**src/sv/itia_pkg.sv**
```systemverilog
// shared types, codes and reset constants for the interval timer interrupt adapter
package itia_pkg;

  // item action codes
  localparam logic [1:0] ACT_TICK  = 2'd0;
  localparam logic [1:0] ACT_READ  = 2'd1;
  localparam logic [1:0] ACT_WRITE = 2'd2;

  // register addresses
  localparam logic [3:0] REG_PORT_A  = 4'd0;
  localparam logic [3:0] REG_PORT_B  = 4'd1;
  localparam logic [3:0] REG_DDR_A   = 4'd2;
  localparam logic [3:0] REG_TA_LO   = 4'd4;
  localparam logic [3:0] REG_TA_HI   = 4'd5;
  localparam logic [3:0] REG_TB_LO   = 4'd6;
  localparam logic [3:0] REG_TB_HI   = 4'd7;
  localparam logic [3:0] REG_SERIAL  = 4'd12;
  localparam logic [3:0] REG_ICR     = 4'd13;
  localparam logic [3:0] REG_CTRL_A  = 4'd14;
  localparam logic [3:0] REG_CTRL_B  = 4'd15;

  // flag latch bits
  localparam logic [7:0] FLAG_TA     = 8'h01;
  localparam logic [7:0] FLAG_TB     = 8'h02;
  localparam logic [7:0] FLAG_ALARM  = 8'h04;
  localparam logic [7:0] FLAG_SERIAL = 8'h08;
  localparam logic [7:0] FLAG_IRQ    = 8'h80;

  // timer b input modes (control bits 6:5)
  localparam logic [1:0] MODE_CYCLES  = 2'b00;
  localparam logic [1:0] MODE_CASCADE = 2'b10;

  // control byte load strobe is never stored
  localparam logic [7:0] CTRL_STORE_MASK = 8'hEF;

  // bits shifted per serial byte
  localparam logic [3:0] SERIAL_BITS = 4'd8;

  // port reset values per unit
  localparam logic [7:0] PORT_A_UNIT1 = 8'd127;
  localparam logic [7:0] PORT_A_UNIT0 = 8'd151;
  localparam logic [7:0] PORT_B_INIT  = 8'd255;
  localparam logic [7:0] DDR_A_UNIT1  = 8'd255;
  localparam logic [7:0] DDR_A_UNIT0  = 8'd63;

  typedef logic [7:0] regfile_t [16];

  typedef struct packed {
    logic [1:0] action;
    logic [3:0] reg_index;
    logic [7:0] write_data;
    logic [7:0] delta_cycles;
    logic       alarm_event;
  } item_t;

  typedef struct packed {
    logic [7:0] read_data;
    logic       irq_pending;
    logic [7:0] port_b_value;
  } result_t;

  // register file contents after reset or a unit select write
  function automatic regfile_t regfile_init(input logic unit);
    regfile_t rf;
    for (int i = 0; i < 16; i++) begin
      rf[i] = 8'h00;
    end
    rf[REG_PORT_A] = unit ? PORT_A_UNIT1 : PORT_A_UNIT0;
    rf[REG_PORT_B] = PORT_B_INIT;
    rf[REG_DDR_A]  = unit ? DDR_A_UNIT1 : DDR_A_UNIT0;
    return rf;
  endfunction

endpackage

```
**src/sv/itia_ifs.sv**
```systemverilog
// channel interfaces: input items, result items and the configuration write

interface itia_item_if;
  logic       valid;
  logic       ready;
  logic [1:0] action;
  logic [3:0] reg_index;
  logic [7:0] write_data;
  logic [7:0] delta_cycles;
  logic       alarm_event;

  modport source (output valid, action, reg_index, write_data, delta_cycles, alarm_event,
                  input ready);
  modport sink   (input valid, action, reg_index, write_data, delta_cycles, alarm_event,
                  output ready);
endinterface

interface itia_result_if;
  logic       valid;
  logic       ready;
  logic [7:0] read_data;
  logic       irq_pending;
  logic [7:0] port_b_value;

  modport source (output valid, read_data, irq_pending, port_b_value, input ready);
  modport sink   (input valid, read_data, irq_pending, port_b_value, output ready);
endinterface

interface itia_cfg_if;
  logic valid;
  logic ready;
  logic unit_select;

  modport source (output valid, unit_select, input ready);
  modport sink   (input valid, unit_select, output ready);
endinterface

```
**src/sv/itia_core.sv**
```systemverilog
// register file, timers, serial counter and flag latch with their one-item update
module itia_core (
  input  logic            clk,
  input  logic            rst,
  input  logic            step,
  input  itia_pkg::item_t item,
  input  logic            cfg_write,
  input  logic            cfg_unit,
  output itia_pkg::result_t result
);
  import itia_pkg::*;

  // architectural state
  regfile_t    rf;
  logic [15:0] count_a;
  logic [15:0] count_b;
  logic [15:0] reload_a;
  logic [15:0] reload_b;
  logic [7:0]  flag_latch;
  logic        a_underflowed;
  logic [3:0]  bits_left;
  logic [3:0]  bits_queued;

  regfile_t    rf_next;
  logic [15:0] count_a_next;
  logic [15:0] count_b_next;
  logic [15:0] reload_a_next;
  logic [15:0] reload_b_next;
  logic [7:0]  flag_latch_next;
  logic        a_underflowed_next;
  logic [3:0]  bits_left_next;
  logic [3:0]  bits_queued_next;
  logic [7:0]  read_data;

  // next state for the item in the input register
  always_comb begin
    logic [7:0] mask;
    logic [7:0] ctl;
    logic       b_run;
    rf_next            = rf;
    count_a_next       = count_a;
    count_b_next       = count_b;
    reload_a_next      = reload_a;
    reload_b_next      = reload_b;
    flag_latch_next    = flag_latch;
    a_underflowed_next = a_underflowed;
    bits_left_next     = bits_left;
    bits_queued_next   = bits_queued;
    read_data          = 8'h00;
    mask               = rf[REG_ICR];
    ctl                = 8'h00;
    b_run              = 1'b0;

    unique case (item.action)
      ACT_TICK: begin
        // alarm flag
        if (item.alarm_event) begin
          flag_latch_next = flag_latch_next | FLAG_ALARM;
          if ((mask & FLAG_ALARM) != 8'h00) flag_latch_next = flag_latch_next | FLAG_IRQ;
        end

        // timer a, counting cycles only
        ctl = rf[REG_CTRL_A];
        if (ctl[0] && !ctl[5]) begin
          count_a_next = (count_a > {8'h00, item.delta_cycles})
                       ? count_a - {8'h00, item.delta_cycles} : 16'h0000;
          if (count_a_next == 16'h0000) begin
            a_underflowed_next = 1'b1;
            if (ctl[1] && !ctl[2]) rf_next[REG_PORT_B][6] = ~rf_next[REG_PORT_B][6];
            if (!ctl[3]) begin
              count_a_next = reload_a;
            end else begin
              rf_next[REG_CTRL_A][0] = 1'b0;
            end
            flag_latch_next = flag_latch_next | FLAG_TA;
            if ((mask & FLAG_TA) != 8'h00) flag_latch_next = flag_latch_next | FLAG_IRQ;
            // serial bit count
            if (rf_next[REG_CTRL_A][6] && bits_left != 4'd0) begin
              bits_left_next = bits_left - 4'd1;
              if (bits_left_next == 4'd0) begin
                flag_latch_next = flag_latch_next | FLAG_SERIAL;
                if ((mask & FLAG_SERIAL) != 8'h00) flag_latch_next = flag_latch_next | FLAG_IRQ;
                if (bits_queued != 4'd0) begin
                  bits_left_next   = bits_queued;
                  bits_queued_next = 4'd0;
                end
              end
            end
          end
        end

        // timer b, cycles or timer a underflows
        ctl = rf[REG_CTRL_B];
        if (ctl[0]) begin
          if (ctl[6:5] == MODE_CYCLES) begin
            b_run        = 1'b1;
            count_b_next = (count_b > {8'h00, item.delta_cycles})
                         ? count_b - {8'h00, item.delta_cycles} : 16'h0000;
          end else if (ctl[6:5] == MODE_CASCADE) begin
            b_run = 1'b1;
            if (a_underflowed_next) begin
              a_underflowed_next = 1'b0;
              count_b_next       = count_b - 16'd1;
            end
          end
        end
        if (b_run && count_b_next == 16'h0000) begin
          if (ctl[1] && !ctl[2]) rf_next[REG_PORT_B][7] = ~rf_next[REG_PORT_B][7];
          if (!ctl[3]) begin
            count_b_next = reload_b;
          end else begin
            rf_next[REG_CTRL_B][0] = 1'b0;
          end
          flag_latch_next = flag_latch_next | FLAG_TB;
          if ((mask & FLAG_TB) != 8'h00) flag_latch_next = flag_latch_next | FLAG_IRQ;
        end
      end

      ACT_READ: begin
        unique case (item.reg_index)
          REG_TA_LO: read_data = count_a[7:0];
          REG_TA_HI: read_data = count_a[15:8];
          REG_TB_LO: read_data = count_b[7:0];
          REG_TB_HI: read_data = count_b[15:8];
          REG_ICR: begin
            read_data       = flag_latch;
            flag_latch_next = 8'h00;
          end
          default: read_data = rf[item.reg_index];
        endcase
      end

      ACT_WRITE: begin
        unique case (item.reg_index)
          REG_TA_LO: reload_a_next[7:0] = item.write_data;
          REG_TA_HI: begin
            reload_a_next[15:8] = item.write_data;
            if (!rf[REG_CTRL_A][0]) count_a_next = reload_a_next;
          end
          REG_TB_LO: reload_b_next[7:0] = item.write_data;
          REG_TB_HI: begin
            reload_b_next[15:8] = item.write_data;
            if (!rf[REG_CTRL_B][0]) count_b_next = reload_b_next;
          end
          REG_SERIAL: begin
            if (bits_left == 4'd0) begin
              bits_left_next = SERIAL_BITS;
            end else begin
              bits_queued_next = SERIAL_BITS;
            end
            rf_next[REG_SERIAL] = item.write_data;
          end
          REG_ICR: begin
            if (item.write_data[7]) begin
              rf_next[REG_ICR] = rf[REG_ICR] | item.write_data;
            end else begin
              rf_next[REG_ICR] = rf[REG_ICR] & ~(item.write_data | FLAG_IRQ);
            end
          end
          REG_CTRL_A: begin
            rf_next[REG_CTRL_A] = item.write_data & CTRL_STORE_MASK;
            if (item.write_data[4]) count_a_next = reload_a;
          end
          REG_CTRL_B: begin
            rf_next[REG_CTRL_B] = item.write_data & CTRL_STORE_MASK;
            if (item.write_data[4]) count_b_next = reload_b;
          end
          default: rf_next[item.reg_index] = item.write_data;
        endcase
      end

      default: begin
        // unused action leaves the state alone
      end
    endcase
  end

  // result of this item
  assign result.read_data    = read_data;
  assign result.irq_pending  = flag_latch_next[7];
  assign result.port_b_value = rf_next[REG_PORT_B];

  // state registers: reset and unit select writes clear the whole block
  always_ff @(posedge clk) begin
    if (rst || cfg_write) begin
      rf            <= regfile_init(rst ? 1'b1 : cfg_unit);
      count_a       <= 16'h0000;
      count_b       <= 16'h0000;
      reload_a      <= 16'h0000;
      reload_b      <= 16'h0000;
      flag_latch    <= 8'h00;
      a_underflowed <= 1'b0;
      bits_left     <= 4'd0;
      bits_queued   <= 4'd0;
    end else if (step) begin
      rf            <= rf_next;
      count_a       <= count_a_next;
      count_b       <= count_b_next;
      reload_a      <= reload_a_next;
      reload_b      <= reload_b_next;
      flag_latch    <= flag_latch_next;
      a_underflowed <= a_underflowed_next;
      bits_left     <= bits_left_next;
      bits_queued   <= bits_queued_next;
    end
  end

endmodule

```
**src/sv/interval_timer_interrupt_adapter.sv**
```systemverilog
// Interval timer interrupt adapter: a 16-register peripheral with two interval
// timers, a serial bit counter and an interrupt flag latch.
//
// Channels: items (valid/ready) carries one tick, register read or register
// write per transfer; results (valid/ready) returns one result per item with
// the read byte, the interrupt summary bit and port B; cfg (valid/ready) writes
// unit_select, clearing timer and register state to that unit's port values.
// cfg is always ready; users must write it only while idle; it is not enforced.
//
// An accepted item sits in the input register, is processed there against the
// timer and register state, and its result lands in the output register once
// that register is empty or being read; the result can then itself transfer.
// One item per cycle is sustained while results does not stall; the state
// update is the loop that sets this rate.
//
// Reset (rst, synchronous) selects unit 1 and clears all state and both
// pipeline registers. When results stalls, the output register holds its
// result and the input register, if empty, still takes one more item before
// items.ready drops.
module interval_timer_interrupt_adapter (
  input  logic          clk,
  input  logic          rst,
  itia_cfg_if.sink      cfg,
  itia_item_if.sink     items,
  itia_result_if.source results
);
  import itia_pkg::*;

  item_t   item_q;
  logic    item_valid;
  result_t res_q;
  logic    res_valid;
  result_t core_result;
  logic    step;
  logic    cfg_write;

  // handshakes
  assign step        = item_valid && (!res_valid || results.ready);
  assign items.ready = !item_valid || step;
  assign cfg.ready   = 1'b1;
  assign cfg_write   = cfg.valid;

  // input register
  always_ff @(posedge clk) begin
    if (rst) begin
      item_valid <= 1'b0;
    end else if (items.ready) begin
      item_valid <= items.valid;
    end
    if (items.ready) begin
      item_q.action       <= items.action;
      item_q.reg_index    <= items.reg_index;
      item_q.write_data   <= items.write_data;
      item_q.delta_cycles <= items.delta_cycles;
      item_q.alarm_event  <= items.alarm_event;
    end
  end

  // timer and register state
  itia_core u_core (
    .clk       (clk),
    .rst       (rst),
    .step      (step),
    .item      (item_q),
    .cfg_write (cfg_write),
    .cfg_unit  (cfg.unit_select),
    .result    (core_result)
  );

  // output register
  always_ff @(posedge clk) begin
    if (rst) begin
      res_valid <= 1'b0;
    end else if (step) begin
      res_valid <= 1'b1;
    end else if (results.ready) begin
      res_valid <= 1'b0;
    end
    if (step) begin
      res_q <= core_result;
    end
  end

  assign results.valid        = res_valid;
  assign results.read_data    = res_q.read_data;
  assign results.irq_pending  = res_q.irq_pending;
  assign results.port_b_value = res_q.port_b_value;

endmodule

```
**src/flat_wrapper.sv**
```systemverilog
// flat-port wrapper written by rule: the top's interface ports become plain ports
module interval_timer_interrupt_adapter_flat import itia_pkg::*;
  (clk, rst, cfg_valid, cfg_unit_select, cfg_ready, items_valid, items_action, items_reg_index, items_write_data, items_delta_cycles, items_alarm_event, items_ready, results_valid, results_read_data, results_irq_pending, results_port_b_value, results_ready);
  itia_cfg_if cfg_i ();
  itia_item_if items_i ();
  itia_result_if results_i ();
  input  logic clk;
  input  logic rst;
  input wire logic [$bits(cfg_i.valid)-1:0] cfg_valid;
  input wire logic [$bits(cfg_i.unit_select)-1:0] cfg_unit_select;
  output wire logic [$bits(cfg_i.ready)-1:0] cfg_ready;
  input wire logic [$bits(items_i.valid)-1:0] items_valid;
  input wire logic [$bits(items_i.action)-1:0] items_action;
  input wire logic [$bits(items_i.reg_index)-1:0] items_reg_index;
  input wire logic [$bits(items_i.write_data)-1:0] items_write_data;
  input wire logic [$bits(items_i.delta_cycles)-1:0] items_delta_cycles;
  input wire logic [$bits(items_i.alarm_event)-1:0] items_alarm_event;
  output wire logic [$bits(items_i.ready)-1:0] items_ready;
  output wire logic [$bits(results_i.valid)-1:0] results_valid;
  output wire logic [$bits(results_i.read_data)-1:0] results_read_data;
  output wire logic [$bits(results_i.irq_pending)-1:0] results_irq_pending;
  output wire logic [$bits(results_i.port_b_value)-1:0] results_port_b_value;
  input wire logic [$bits(results_i.ready)-1:0] results_ready;
  assign cfg_i.valid = cfg_valid;
  assign cfg_i.unit_select = cfg_unit_select;
  assign cfg_ready = cfg_i.ready;
  assign items_i.valid = items_valid;
  assign items_i.action = items_action;
  assign items_i.reg_index = items_reg_index;
  assign items_i.write_data = items_write_data;
  assign items_i.delta_cycles = items_delta_cycles;
  assign items_i.alarm_event = items_alarm_event;
  assign items_ready = items_i.ready;
  assign results_valid = results_i.valid;
  assign results_read_data = results_i.read_data;
  assign results_irq_pending = results_i.irq_pending;
  assign results_port_b_value = results_i.port_b_value;
  assign results_i.ready = results_ready;
  interval_timer_interrupt_adapter u_core (.clk(clk), .rst(rst), .cfg(cfg_i), .items(items_i), .results(results_i));
endmodule
```
**config.mk**
```make
export PLATFORM = sky130hd
export DESIGN_NAME = interval_timer_interrupt_adapter_flat
export DESIGN_NICKNAME = d
export VERILOG_FILES = /design/src/sv/itia_pkg.sv /design/src/sv/itia_ifs.sv /design/src/sv/itia_core.sv /design/src/sv/interval_timer_interrupt_adapter.sv /design/src/flat_wrapper.sv
export SDC_FILE = /design/constraint.sdc
export NUM_CORES = 1
export LEC_CHECK = 0
export BUFFER_PORTS_ARGS = -buffer_cell sky130_fd_sc_hd__buf_2
export CAP_MARGIN = 20
export CORE_MARGIN = 1
export CORE_UTILIZATION = 50
export CTS_BUF_LIST = sky130_fd_sc_hd__clkbuf_4 sky130_fd_sc_hd__clkbuf_8 sky130_fd_sc_hd__clkbuf_16
export DETAILED_ROUTE_END_ITERATION = 10
export GPL_ROUTABILITY_DRIVEN = 0
export GPL_TIMING_DRIVEN = 0
export PLACE_DENSITY = 0.67
export SLEW_MARGIN = 20
export SYNTH_ARGS = -nofsm -noshare
export SYNTH_HDL_FRONTEND = slang
export SYNTH_SLANG_ARGS = --single-unit
export TNS_END_PERCENT = 20
```
**constraint.sdc**
```tcl
create_clock -name clk -period 6.1 [get_ports clk]
set_input_delay 1.525 -clock clk [delete_from_list [all_inputs] [get_ports clk]]
set_output_delay 1.525 -clock clk [all_outputs]
set_load 0.02 [all_outputs]
```
==> results.py <==
metrics = {
    "finish": {
        "area_delta_synth_final_pct": 12.3,
        "num-fill-cells": 2195,
        "drive_above_1_share_pct": 10.5,
        "stdcell_count": 1820,
        "fin_util_pct": 57.2,
        "n_antenna_cell": 0,
        "nets": 1533,
    },
    "routing": {
        "avgRoutedWirePerCell_um": 23.1,
        "drc": 0,
        "drt-initial-drc-count": 1598,
        "detail_route.wirelength_mm": 42.1,
        "vias_per_cell": 6.41,
        "num_vias": 11700,
        "first_pass_iters": 6,
        "ant_nets": 0,
    },
    "power_and_ir_drop": {
        "vdd_drop_max_v": 0.000218,
        "p_leak_nw": 4.85,
        "power_density_mw_per_mm2": 247,
    },
    "critical_path": {
        "slowest_delay_ns": 0.72,
        "worst_ep_required_time_ns": 6.54,
        "cp_num_cells": 18,
        "critical_path_arrival_ns": 5.97,
        "crit_chain": "clkbuf_1 > inv_1 > ha_1 > inv_1 > fa_1 > a211oi_1 > o21a_1 > o21ai_1 > o21ai_0 > o21ai_0 > a41oi_2 > o311ai_0 > or4b_1 > or4_1 > buf_4 > nor3b_4 > o21ai_1 > a221o_1",
        "endpoint_kind": "flip-flop",
        "worst_setup_path_start_kind": "flip-flop",
        "r2r_slack_ns": 0.56,
        "r2r_cells": 18,
        "cpMaxStageDelayCell": "o21ai_0",
        "critPathMaxFanout": 9,
        "critical-path-top-delay-family": "compound AO/OA/AOI/OAI gates",
        "worstSetupPathType": "reg -> reg",
        "crit_buf_inv": 4,
    },
    "die": {
        "io_pins": 49,
        "die-area_mm2": 0.0245,
        "fp.dieH_um": 157,
        "die_x_um": 157,
        "coreArea_mm2": 0.0235,
        "rows": 56,
        "initial_core_util_pct": 51.0,
    },
    "yosys": {
        "ys_ff_latch": 209,
        "ys_seq_area_share_pct": 39.7,
        "synth_warnings": 0,
        "syn_avg_cell_area_um2": 8.48,
        "syn-num-nets": 1460,
        "synth_area_mm2": 0.0120,
        "synthCells": 1410,
        "synthDistinctLibCells": 86,
        "async_reset_ff_share_pct": 0,
        "synthFlopType": "dfxtp_1",
        "synth_edf_count": 56,
    },
    "place": {
        "io_buffers": 47,
        "dpl.hpwl_mm": 30.2,
        "dp_cells": 1776,
    },
    "global_route": {
        "grt_max_degree": 27,
        "antenna_found_initial": 0,
        "grt_pass1_wl_mm": 63.3,
        "grtUsageTotal_pct": 34.4,
        "gr-total-overflow": 0,
        "grt_pass1_vias": 10800,
    },
    "hold_path": {
        "hold_class": "reg -> reg",
        "whs_path_depth": 2,
    },
    "clocking": {
        "clkTransAtPathRegs_ns": 0.07,
        "post_cts_buffers": 0,
        "clock-sinks": 209,
        "clk_latency_ns": 0.55,
        "hold_buffers": 0,
        "cts_tree": "done",
        "clock-root-buffer": "clkbuf_16",
        "htree_num_levels": 1,
        "cts_buffer_depth": 3,
        "post_cts_resize_count": 0,
        "cts_buffers": 24,
    },
    "timing": {
        "setup_viol": 0,
        "worst_pin_slew_ns": 1.09,
        "slew_headroom_pct": 27.4,
        "finalHoldViolations": 0,
        "period_minus_slack_ns": 5.54,
        "fin_tns_setup_ns": 0,
        "min_period_over_period_pct": 90.8,
        "rsz0062_at_grt": "false",
        "max_freq_mhz": 181,
        "fin_skew_ns": 0.0369,
        "slew_viol_final": 0,
    },
    "run_status": {
        "outcome": "finished, final reports clean",
    },
    "run": {
        "drv_cap": 0,
    },
}
Yosys cell counts (7+ instances only):
master | n | share of area, %
mux2i_1 | 83 | 6.9
and2_1 | 8 | 0.42
mux4_2 | 16 | 3.0
a21oi_1 | 107 | 4.5
buf_1 | 10 | 0.31
nor3_1 | 38 | 1.6
inv_1 | 28 | 0.88
dfxtp_1 | 153 | 26
o22ai_1 | 17 | 0.89
a22oi_1 | 8 | 0.50
nand4_1 | 12 | 0.63
nor2b_1 | 13 | 0.68
a21o_1 | 7 | 0.44
clkbuf_1 | 82 | 2.6
nand2b_1 | 15 | 0.78
o21ai_0 | 66 | 2.8
a211oi_1 | 25 | 1.6
o21a_1 | 18 | 1.1
edfxtp_1 | 56 | 14
o21ai_1 | 8 | 0.33
ha_1 | 19 | 2.0
nand3_1 | 45 | 1.9
and3_1 | 9 | 0.47
nor2_1 | 178 | 5.6
o31ai_1 | 7 | 0.44
xor2_1 | 8 | 0.59
nand2_1 | 182 | 5.7
nor4_1 | 11 | 0.58
a221oi_1 | 10 | 0.73
or3_1 | 9 | 0.47
mux2_2 | 16 | 1.5
a31oi_1 | 22 | 1.2
tightest hold or removal path, delay by kind of cell, from the launching register on:
kind	cells	cell delay [ns]
AO/OA/AOI/OAI	1	0.05
AND/OR/NAND/NOR	1	0.05
flip-flops	1	0.31
power breakdown:
group | switching (mW) | internal [mW]
logic | 0.240 | 0.0983
clock network | 0.608 | 0.898
registers | 0.0158 | 1.45
total | 0.864 | 2.45
flip-flops by register name, summed over array words and instances, names as in the netlist:
register	count
u_core.item_q	23
u_core.item_valid	1
u_core.results.irq_pending	1
u_core.results.port_b_value	8
u_core.results.read_data	8
u_core.results.valid	1
u_core.u_core.a_underflowed	1
u_core.u_core.bits_left	4
u_core.u_core.bits_queued	1
u_core.u_core.count_a	16
u_core.u_core.count_b	16
u_core.u_core.flag_latch	5
u_core.u_core.reload_a	16
u_core.u_core.reload_b	16
u_core.u_core.rf	92
per-stage QoR:
step                hold WS [ns]  total power, mW  setup WS [ns]  cell area [µm²]
finish                     0.456             3.31          0.564            13400
global route               0.472             3.39          0.287            13400
CTS                        0.456             3.30          0.710            13400
detailed placement         0.448             1.82          0.724            12600
global placement           0.440             1.82          0.710            12600
floorplan                  0.433             1.70           1.60            12000
kinds of logic after synthesis:
logic type | count (synthesis) | synth area share, %
compound gates | 363 | 19.8
xor+xnor | 14 | 1.03
fa+ha+maj | 21 | 2.32
buf+inv | 129 | 4.23
flops | 209 | 39.7
mux | 115 | 11.5
other cells | 1 | 0.0313
simple gates | 558 | 21.5
path summary, 6_finish.rpt:
path / start / to
max: u_core.u_core.count_b[0] / u_core.u_core.rf[119]
min: u_core.u_core.rf[35] / u_core.u_core.rf[35]
max reg2reg: u_core.u_core.count_b[0] / u_core.u_core.rf[119]
min reg2reg: u_core.u_core.rf[35] / u_core.u_core.rf[35]
layout make-up:
type / count / area [µm²] / area share [%]
Buffer: 100 / 398 / 2.96
Clock buffer: 32 / 703 / 5.24
Clock inverter: 12 / 128 / 0.950
Inverter: 29 / 109 / 0.810
Multi-Input combinational cell: 1072 / 6720 / 50.0
Sequential cell: 209 / 4740 / 35.3
Tap cell: 319 / 399 / 2.97
Timing Repair Buffer: 47 / 235 / 1.75
metal layers:
metal	track usage, %	vias to the layer above	share of wire (%)	wire length [µm]
met5	0	-	0	0
met4	13.5	0	4.0	1670
met3	9.50	132	12	5200
met2	51.4	756	42	17800
met1	47.0	5487	41	17400
li1	-	5286	-	-
layout by cell type, fill, tap and decap left out, types with 9 or more instances in the layout:
master / n
nand4_1: 12
o21ai_0: 66
nand2b_1: 15
o22ai_1: 17
a211oi_1: 25
mux2_2: 16
a31oi_1: 22
mux4_2: 16
ha_1: 19
clkbuf_16: 25
and3_1: 9
a221oi_1: 10
inv_1: 28
nor2_1: 178
nor4_1: 11
or3_1: 9
nand2_1: 181
mux2i_1: 83
buf_2: 53
edfxtp_1: 56
nor2b_1: 13
clkbuf_1: 82
buf_1: 9
nor3_1: 38
a21oi_1: 107
nand3_1: 45
dfxtp_1: 153
o21a_1: 18
Power figures use the tool's default switching activity.
